[src/rtl/jdfh_pkg.sv]
// Package: shared types, codes and constants of the job dispatch block.
`timescale 1ns / 1ps
`default_nettype none
package jdfh_pkg;

  localparam int MaxJobsDef = 16;

  localparam logic FUNC_ADD      = 1'b0;
  localparam logic FUNC_DISPATCH = 1'b1;

  localparam logic [1:0] ST_ADDED      = 2'd0;
  localparam logic [1:0] ST_FULL       = 2'd1;
  localparam logic [1:0] ST_DISPATCHED = 2'd2;
  localparam logic [1:0] ST_EMPTY      = 2'd3;

  localparam logic MODE_FCFS = 1'b0;
  localparam logic MODE_HRRN = 1'b1;

  // Fields of one job as stored in the table memory.
  typedef struct packed {
    logic [7:0]  id;
    logic [15:0] arrival;
    logic [15:0] run;
    logic [31:0] order;
  } slot_t;

  localparam int SlotW = $bits(slot_t);

  typedef struct packed {
    logic        func;
    logic [7:0]  job_id;
    logic [15:0] arrive_time;
    logic [15:0] run_time;
  } in_word_t;

  typedef struct packed {
    logic [1:0]  status;
    logic [7:0]  chosen_id;
    logic [31:0] finish_time;
    logic [31:0] turnaround;
    logic [31:0] weighted_turnaround;
  } out_word_t;

  // Divider handshake between the controller and the divide unit.
  typedef struct packed {
    logic        start;
    logic [39:0] dividend;
    logic [15:0] divisor;
  } div_req_t;

  typedef enum logic [3:0] {
    S_IDLE,
    S_SCAN_RD,
    S_SCAN_CMP,
    S_HRRN_MUL,
    S_HRRN_CMP,
    S_RUN,
    S_DIV,
    S_DONE
  } state_t;

endpackage
`default_nettype wire

[src/rtl/jdfh_ram.sv]
// Generic single-port RAM with registered read.
`timescale 1ns / 1ps
`default_nettype none
module jdfh_ram #(
  parameter int Width = 8,
  parameter int Depth = 16
) (
  input  wire logic                     clk,
  input  wire logic                     we,
  input  wire logic [$clog2(Depth)-1:0] addr,
  input  wire logic [Width-1:0]         wdata,
  output logic      [Width-1:0]         rdata
);
  logic [Width-1:0] mem [Depth];

  // write or read one entry per cycle
  always_ff @(posedge clk) begin
    if (we) begin
      mem[addr] <= wdata;
    end
    rdata <= mem[addr];
  end
endmodule
`default_nettype wire

[src/rtl/jdfh_div.sv]
// Restoring divider: 40-bit dividend by 16-bit divisor, one quotient bit per cycle.
`timescale 1ns / 1ps
`default_nettype none
module jdfh_div
  import jdfh_pkg::*;
(
  input  wire logic     clk,
  input  wire logic     rst_n,
  input  wire div_req_t req,
  output logic          done,
  output logic [39:0]   quot
);
  logic [39:0] q_r, q_nxt;
  logic [16:0] rem_r, rem_nxt;
  logic [15:0] d_r;
  logic [5:0]  cnt_r, cnt_nxt;
  logic        busy_r, busy_nxt;
  logic [16:0] trial;

  // shift in one dividend bit, subtract if it fits
  always_comb begin
    q_nxt    = q_r;
    rem_nxt  = rem_r;
    cnt_nxt  = cnt_r;
    busy_nxt = busy_r;
    trial    = {rem_r[15:0], q_r[39]};
    if (busy_r) begin
      if (trial >= {1'b0, d_r}) begin
        rem_nxt = trial - {1'b0, d_r};
        q_nxt   = {q_r[38:0], 1'b1};
      end else begin
        rem_nxt = trial;
        q_nxt   = {q_r[38:0], 1'b0};
      end
      cnt_nxt = cnt_r - 6'd1;
      if (cnt_r == 6'd1) begin
        busy_nxt = 1'b0;
      end
    end
  end

  always_ff @(posedge clk) begin
    if (!rst_n) begin
      busy_r <= 1'b0;
      cnt_r  <= '0;
    end else if (req.start) begin
      busy_r <= 1'b1;
      cnt_r  <= 6'd40;
      q_r    <= req.dividend;
      rem_r  <= '0;
      d_r    <= req.divisor;
    end else begin
      busy_r <= busy_nxt;
      cnt_r  <= cnt_nxt;
      q_r    <= q_nxt;
      rem_r  <= rem_nxt;
    end
  end

  assign done = busy_r && (cnt_r == 6'd1);
  assign quot = q_nxt;
endmodule
`default_nettype wire

[src/rtl/job_dispatch_fcfs_hrrn.sv]
// Top level: job table scheduler with FCFS and HRRN dispatch.
// Add and empty dispatch: busy only in the done state; the result word is strobed after it.
// Dispatch: two scan passes over every slot (read, capture, ratio multiply, compare),
//   then a run state that launches the divider, the divide and a done state.
// One item at a time; receiver cannot stall; busy drops in the cycle out_valid pulses.
// Synchronous active-low reset clears valid flags, time, counter and policy.
`timescale 1ns / 1ps
`default_nettype none
module job_dispatch_fcfs_hrrn
  import jdfh_pkg::*;
#(
  parameter int MAX_JOBS = MaxJobsDef
) (
  input  wire logic      clk,
  input  wire logic      rst_n,
  input  wire logic      start,
  output logic           busy,
  input  wire in_word_t  in_word,
  output logic           out_valid,
  output out_word_t      out_word,
  input  wire logic      cfg_we,
  input  wire logic      cfg_wdata
);
  localparam int IdxW = $clog2(MAX_JOBS);
  localparam logic [IdxW-1:0] LastIdx = IdxW'(MAX_JOBS - 1);

  state_t state_r, state_nxt;
  logic [MAX_JOBS-1:0] valid_r;
  logic [31:0] now_r, cnt_ins_r;
  logic        mode_r;
  logic [IdxW-1:0] scan_r;
  logic        pass_r;
  logic [IdxW-1:0] pick_r;
  logic        have_r, pick_arr_r, any_arr_r;
  slot_t       best_r, cand_r;
  logic [47:0] lhs_r, rhs_r;
  logic [31:0] fin_r, turn_r;
  out_word_t   res_r;
  logic        res_v_r;

  logic        ram_we;
  logic [IdxW-1:0] ram_addr;
  slot_t       ram_wdata, ram_rdata;

  div_req_t    dreq;
  logic        ddone;
  logic [39:0] dquot;

  // lowest free slot
  logic [IdxW-1:0] free_idx;
  logic            free_any;
  always_comb begin
    free_idx = '0;
    free_any = 1'b0;
    for (int i = MAX_JOBS - 1; i >= 0; i--) begin
      if (!valid_r[i]) begin
        free_idx = i[IdxW-1:0];
        free_any = 1'b1;
      end
    end
  end

  // status of a word finished in the idle state
  logic [1:0] idle_status;
  always_comb begin
    if (in_word.func == FUNC_ADD) idle_status = free_any ? ST_ADDED : ST_FULL;
    else                          idle_status = ST_EMPTY;
  end

  jdfh_ram #(.Width(SlotW), .Depth(MAX_JOBS)) u_ram (
    .clk(clk), .we(ram_we), .addr(ram_addr), .wdata(ram_wdata), .rdata(ram_rdata)
  );

  jdfh_div u_div (.clk(clk), .rst_n(rst_n), .req(dreq), .done(ddone), .quot(dquot));

  // comparisons of the candidate against the current best
  logic cand_arr, fcfs_lt;
  assign cand_arr = {16'd0, cand_r.arrival} <= now_r;
  always_comb begin
    if (cand_r.arrival != best_r.arrival)  fcfs_lt = cand_r.arrival < best_r.arrival;
    else if (cand_r.run != best_r.run)     fcfs_lt = cand_r.run < best_r.run;
    else                                   fcfs_lt = cand_r.order < best_r.order;
  end

  logic        use_hrrn;
  assign use_hrrn = (mode_r == MODE_HRRN) && any_arr_r;

  // finish time, saturated, and turnaround of the picked job
  logic [31:0] start_t;
  logic [32:0] fin_full;
  logic [31:0] fin_sat, turn_c;
  assign start_t  = (now_r > {16'd0, best_r.arrival}) ? now_r : {16'd0, best_r.arrival};
  assign fin_full = {1'b0, start_t} + {17'd0, best_r.run};
  assign fin_sat  = fin_full[32] ? 32'hFFFF_FFFF : fin_full[31:0];
  assign turn_c   = fin_sat - {16'd0, best_r.arrival};

  // next state
  always_comb begin
    state_nxt = state_r;
    unique case (state_r)
      S_IDLE: begin
        if (start) begin
          if (in_word.func == FUNC_ADD) state_nxt = S_DONE;
          else if (valid_r == '0)       state_nxt = S_DONE;
          else                          state_nxt = S_SCAN_RD;
        end
      end
      S_SCAN_RD: state_nxt = S_SCAN_CMP;
      S_SCAN_CMP: state_nxt = S_HRRN_MUL;
      S_HRRN_MUL: state_nxt = S_HRRN_CMP;
      S_HRRN_CMP: begin
        if (pass_r && scan_r == LastIdx) state_nxt = S_RUN;
        else                             state_nxt = S_SCAN_RD;
      end
      S_RUN: state_nxt = S_DIV;
      S_DIV: if (ddone) state_nxt = S_DONE;
      S_DONE: state_nxt = S_IDLE;
      default: state_nxt = S_IDLE;
    endcase
  end

  // memory access and divider launch
  always_comb begin
    ram_we    = 1'b0;
    ram_addr  = scan_r;
    ram_wdata = '0;
    dreq      = '0;
    if (state_r == S_IDLE && start && in_word.func == FUNC_ADD) begin
      ram_we          = free_any;
      ram_addr        = free_idx;
      ram_wdata.id    = in_word.job_id;
      ram_wdata.arrival = in_word.arrive_time;
      ram_wdata.run   = (in_word.run_time == 16'd0) ? 16'd1 : in_word.run_time;
      ram_wdata.order = cnt_ins_r;
    end
    if (state_r == S_RUN) begin
      dreq.start    = 1'b1;
      dreq.dividend = {turn_c, 8'd0};
      dreq.divisor  = best_r.run;
    end
  end

  // Scan runs two passes: first finds whether any valid slot arrived,
  // second picks. pass_r selects the pass.
  logic cur_valid, better;
  assign cur_valid = valid_r[scan_r];
  always_comb begin
    better = 1'b0;
    if (use_hrrn) begin
      if (cand_arr) begin
        if (!have_r || !pick_arr_r) better = 1'b1;
        else if (lhs_r != rhs_r)    better = lhs_r > rhs_r;
        else                        better = fcfs_lt;
      end
    end else begin
      better = !have_r || fcfs_lt;
    end
  end

  always_ff @(posedge clk) begin
    if (!rst_n) begin
      state_r   <= S_IDLE;
      valid_r   <= '0;
      now_r     <= '0;
      cnt_ins_r <= '0;
      mode_r    <= MODE_FCFS;
      res_v_r   <= 1'b0;
      scan_r    <= '0;
      pass_r    <= 1'b0;
      have_r    <= 1'b0;
      any_arr_r <= 1'b0;
    end else begin
      state_r <= state_nxt;
      res_v_r <= 1'b0;
      if (cfg_we) mode_r <= cfg_wdata;
      unique case (state_r)
        S_IDLE: begin
          if (start) begin
            scan_r    <= '0;
            pass_r    <= 1'b0;
            have_r    <= 1'b0;
            any_arr_r <= 1'b0;
            res_r.status              <= idle_status;
            res_r.chosen_id           <= '0;
            res_r.finish_time         <= '0;
            res_r.turnaround          <= '0;
            res_r.weighted_turnaround <= '0;
            if (in_word.func == FUNC_ADD && free_any) begin
              valid_r[free_idx] <= 1'b1;
              cnt_ins_r <= cnt_ins_r + 32'd1;
            end
          end
        end
        S_SCAN_RD: ;
        S_SCAN_CMP: cand_r <= ram_rdata;
        S_HRRN_MUL: begin
          lhs_r <= (now_r - {16'd0, cand_r.arrival}) * best_r.run;
          rhs_r <= (now_r - {16'd0, best_r.arrival}) * cand_r.run;
        end
        S_HRRN_CMP: begin
          if (cur_valid) begin
            if (!pass_r) begin
              if (cand_arr) any_arr_r <= 1'b1;
            end else if (better) begin
              best_r     <= cand_r;
              pick_r     <= scan_r;
              have_r     <= 1'b1;
              pick_arr_r <= cand_arr;
            end
          end
          if (scan_r == LastIdx) begin
            scan_r <= '0;
            pass_r <= 1'b1;
          end else begin
            scan_r <= scan_r + 1'b1;
          end
        end
        S_RUN: begin
          fin_r <= fin_sat;
        end
        S_DIV: begin
          if (ddone) begin
            now_r           <= fin_r;
            valid_r[pick_r] <= 1'b0;
            res_r.status    <= ST_DISPATCHED;
            res_r.chosen_id <= best_r.id;
            res_r.finish_time <= fin_r;
            res_r.turnaround  <= turn_r;
            res_r.weighted_turnaround <= (dquot[39:32] != 8'd0) ? 32'hFFFF_FFFF
                                                                : dquot[31:0];
          end
        end
        S_DONE: res_v_r <= 1'b1;
        default: ;
      endcase
    end
  end

  // turnaround from saturated finish, held through the divide
  always_ff @(posedge clk) begin
    if (state_r == S_RUN) begin
      turn_r <= turn_c;
    end
  end

  assign busy      = (state_r != S_IDLE);
  assign out_valid = res_v_r;
  assign out_word  = res_r;

  // pass-one scan never changes the pick
  assert property (@(posedge clk) disable iff (!rst_n)
    (state_r == S_HRRN_CMP && !pass_r) |=> $stable(have_r))
    else $error("pick changed in first scan pass");
  // a dispatch removes exactly one job
  assert property (@(posedge clk) disable iff (!rst_n)
    (state_r == S_DIV && ddone) |=> ($countones(valid_r) == $countones($past(valid_r)) - 1))
    else $error("dispatch did not clear one slot");
  // result strobe only after the done state
  assert property (@(posedge clk) disable iff (!rst_n)
    out_valid |-> $past(state_r == S_DONE))
    else $error("stray result strobe");
endmodule
`default_nettype wire

[config.mk]
export PLATFORM = sky130hd
export DESIGN_NAME = job_dispatch_fcfs_hrrn
export DESIGN_NICKNAME = d
export VERILOG_FILES = /design/src/rtl/jdfh_pkg.sv /design/src/rtl/jdfh_ram.sv /design/src/rtl/jdfh_div.sv /design/src/rtl/job_dispatch_fcfs_hrrn.sv
export SDC_FILE = /design/constraint.sdc
export NUM_CORES = 2
export LEC_CHECK = 0
export BUFFER_PORTS_ARGS = -buffer_cell sky130_fd_sc_hd__buf_2
export CORE_MARGIN = 2
export CORE_UTILIZATION = 40
export CTS_CLUSTER_DIAMETER = 80
export CTS_CLUSTER_SIZE = 16
export DETAILED_ROUTE_END_ITERATION = 7
export GPL_TIMING_DRIVEN = 0
export PLACE_DENSITY = 0.51
export SLEW_MARGIN = 20
export SYNTH_ARGS = -nofsm -noshare
export SYNTH_HDL_FRONTEND = slang
export SYNTH_SLANG_ARGS = --single-unit
[constraint.sdc]
create_clock -name clk -period 14.52 [get_ports clk]
set_input_delay 2.904 -clock clk [delete_from_list [all_inputs] [get_ports clk]]
set_output_delay 2.904 -clock clk [all_outputs]
set_load 0.02 [all_outputs]
==> impl_metrics.env <==
export IMPL_rows=196
export IMPL_cts_hold_buf=0
export IMPL_fin_skew_ps=121.0
export IMPL_syn_avg_cell_area_um2=11.51
export IMPL_hold_violations=0
export IMPL_worst_ep_arrival_time_ps=12190
export IMPL_clk_insertion_delay_late_ps=920
export IMPL_run_status="complete, no violations"
export IMPL_cts_tree="done"
export IMPL_io_pins=154
export IMPL_syn_nets=11447
export IMPL_fmax_ghz=0.08600
export IMPL_start_util_pct=40.28
export IMPL_cts_buffer_depth=4
export IMPL_dpl_hpwl_um=314400
export IMPL_grt_pass1_vias=81400
export IMPL_clkTransAtPathRegs_ps=80
export IMPL_cp_common_cell="fa_1"
export IMPL_synth_cell_types=98
export IMPL_port_buffers=153
export IMPL_ctsHtreeMaxLevel=4
export IMPL_slew_headroom_pct=9.578
export IMPL_grt_pass1_wl_um=581400
export IMPL_grt_antenna_before_repair=20
export IMPL_synthTopCellsByArea="edfxtp_1 (43%), fa_1 (17%), ha_1 (4.6%), inv_1 (4.5%), mux2_2 (3.1%)"
export IMPL_synth_simple_gate_area_share_pct=11.75
export IMPL_die_w_um=540.2
export IMPL_ant_nets=0
export IMPL_synth_top_area_cell="edfxtp_1"
export IMPL_grt_overflow=0
export IMPL_drc=0
export IMPL_grt_usage_pct=27.70
export IMPL_synth_edff_count=1639
export IMPL_hold_path_class="flip-flop to flip-flop"
export IMPL_synthTopCellsByCount="edfxtp_1 (1639), inv_1 (1374), fa_1 (987)"
export IMPL_yosysWarnings=0
export IMPL_drt_initial_drc_count=7114
export IMPL_crit_slowest_cell="a2111oi_0"
export IMPL_vias=78852
export IMPL_wirelength_um=408100
export IMPL_grt_setup_unrepaired="no"
export IMPL_cap_viol_max_count=0
export IMPL_cp_data_required_time_ps=15080
export IMPL_tightestPinTransition_ps=1338
export IMPL_synth_top_family_by_area="adder cells"
export IMPL_cts_resized=0
export IMPL_synth_area_mux_share_pct=5.069
export IMPL_synthArstFlopShare_pct=0
export IMPL_start_kind="flip-flop"
export IMPL_crit_path_max_fanout=10
export IMPL_synthMostInstantiatedCell="edfxtp_1"
export IMPL_postCtsSetupBuffers=0
export IMPL_gp_congestion=0.9502
export IMPL_slew_viol_final=0
export IMPL_fin_crit_sh_pct=80.08
export IMPL_netlist_area_um2=115000
export IMPL_synth_fa_ha_area_share_pct=21.79
export IMPL_grt_max_degree=49
export IMPL_die_area_um2=291800
export IMPL_final_util_pct=44.85
export IMPL_fin_nets=11925
export IMPL_synth_seq_area_share_pct=45.78
export IMPL_synth_xor_area_share_pct=1.941
export IMPL_core_area_um2=285500
export IMPL_syn_to_final_growth_pct=11.33
export IMPL_syn_inst=9991
export IMPL_ys_ff_latch=1810
export IMPL_cts_root_buf="clkbuf_16"
export IMPL_dr_pass1_iters=8
export IMPL_cts_buffers=145
export IMPL_min_period_ps=11630
export IMPL_fp_dieH_um=540.2
export IMPL_wl_per_cell_um=28.46
export IMPL_synth_compound_area_share_pct=7.565
export IMPL_avgViaCountPerCell=5.498
export IMPL_synth_top_area_share_pct=42.80
export IMPL_critPathCaptureType="flip-flop"
export IMPL_tns_ps=0
export IMPL_slowest_delay_ps=750
export IMPL_crit_type="flip-flop to flip-flop"
export IMPL_synth_ff_type="edfxtp_1"
export IMPL_layout_drive_gt1_share_pct=9.958
export IMPL_setup_violations=0
export IMPL_cts_sinks=1810
-- cell type report --
class / instances / area (um2)
inverters: 1375 / 5161
clock buffers: 214 / 3981
multi-input cells: 6329 / 55900
fillers: 26624 / 157400
plain buffers: 477 / 1912
clock inverters: 28 / 380.4
repair buffers: 331 / 3298
flip-flops and latches: 1810 / 52640
well taps: 3762 / 4707
diodes: 15 / 37.54
-- layer usage --
metal | vias up | global-route usage [%] | routed length (um) | share of wire [%]
met5 | - | 0 | 27 | 0.0066
met3 | 703 | 4.304 | 27680 | 6.8
li1 | 34744 | - | - | -
met1 | 40357 | 34.45 | 160200 | 39
met4 | 4 | 12.75 | 21630 | 5.3
met2 | 3044 | 47.33 | 198600 | 49
-- per-stage QoR --
| stage | area (um2) | worst slack, ps | instances | hold slack [ps] |
|---|---|---|---|---|
| after CTS | 128000 | 3165 | 14326 | 385.2 |
| after detailed placement | 123600 | 3171 | 14084 | 388.7 |
| after floorplan | 115000 | 2699 | 9991 | 385.5 |
| after global routing | 128000 | 2613 | 14327 | 405.7 |
| after global placement | 120500 | -10270 | 13906 | 385.7 |
| final | 128000 | 2892 | 14341 | 397.3 |
-- cells by family (layout without fill, tap and decap cells) --
family,after synthesis,in the layout
muxes,536,536
DFF,1810,1810
buffers and inverters,1852,2425
xor gates and xnor gates,254,254
adders and majority gates,1410,1410
AOI/OAI and AO/OA,1337,1337
and+or+nand+nor,2792,2792
other,0,15
-- critical path: cells and delay by family (launching register included) --
kind	cells	cell delay, ps
compound gates	11	3700
simple gates	7	1740
xor+xnor	1	180
fa+ha+maj	8	3770
buf+inv	6	1440
flops	1	490
-- cell usage in the layout (no fill, tap or decap), types with 35 or more instances in the layout --
cell and instances:
nor4bb_1 53, and2_1 566, edfxtp_1 1639, nand4_1 71, mux2i_1 210, xor2_1 63
clkbuf_1 424, o21a_1 50, nor2b_1 75, dfxtp_1 171, buf_2 219, nor2_1 896
a21o_1 101, ha_1 423, buf_12 35, clkbuf_2 35, buf_16 35, fa_1 987
xnor2_1 153, o41ai_1 141, a21boi_0 52, o21ai_0 145, o22ai_1 288, nor3_1 49
nand2b_1 59, nand2_1 794, clkbuf_16 148, buf_4 71, nand3_1 52, inv_1 1374
mux2_2 321, a21oi_1 376
-- registers in the layout (all words and copies together), names as in the netlist, 3 cells and up --
| register | flops |
|---|---|
| u_ram.mem | 1152 |
| out_word | 106 |
| best_r | 72 |
| cand_r | 72 |
| u_ram.rdata | 72 |
| lhs_r | 48 |
| rhs_r | 48 |
| u_div.q_r | 40 |
| cnt_ins_r | 32 |
| fin_r | 32 |
| now_r | 32 |
| turn_r | 32 |
| u_div.d_r | 16 |
| u_div.rem_r | 16 |
| valid_r | 16 |
| u_div.cnt_r | 6 |
| pick_r | 4 |
| scan_r | 4 |
| state_r | 3 |
-- final timing paths --
check                       start  slack, ps  depth (start not counted)         end
hold reg to reg   u_ram.rdata[22]        400                          0  cand_r[22]
setup / recovery       best_r[49]       2890                         33   rhs_r[45]
hold / removal    u_ram.rdata[22]        400                          0  cand_r[22]
setup reg to reg       best_r[49]       2890                         33   rhs_r[45]
Power is left out: the tool's default activity adds up to more than one toggle a clock period on the data nets, which glitch-free logic cannot reach.
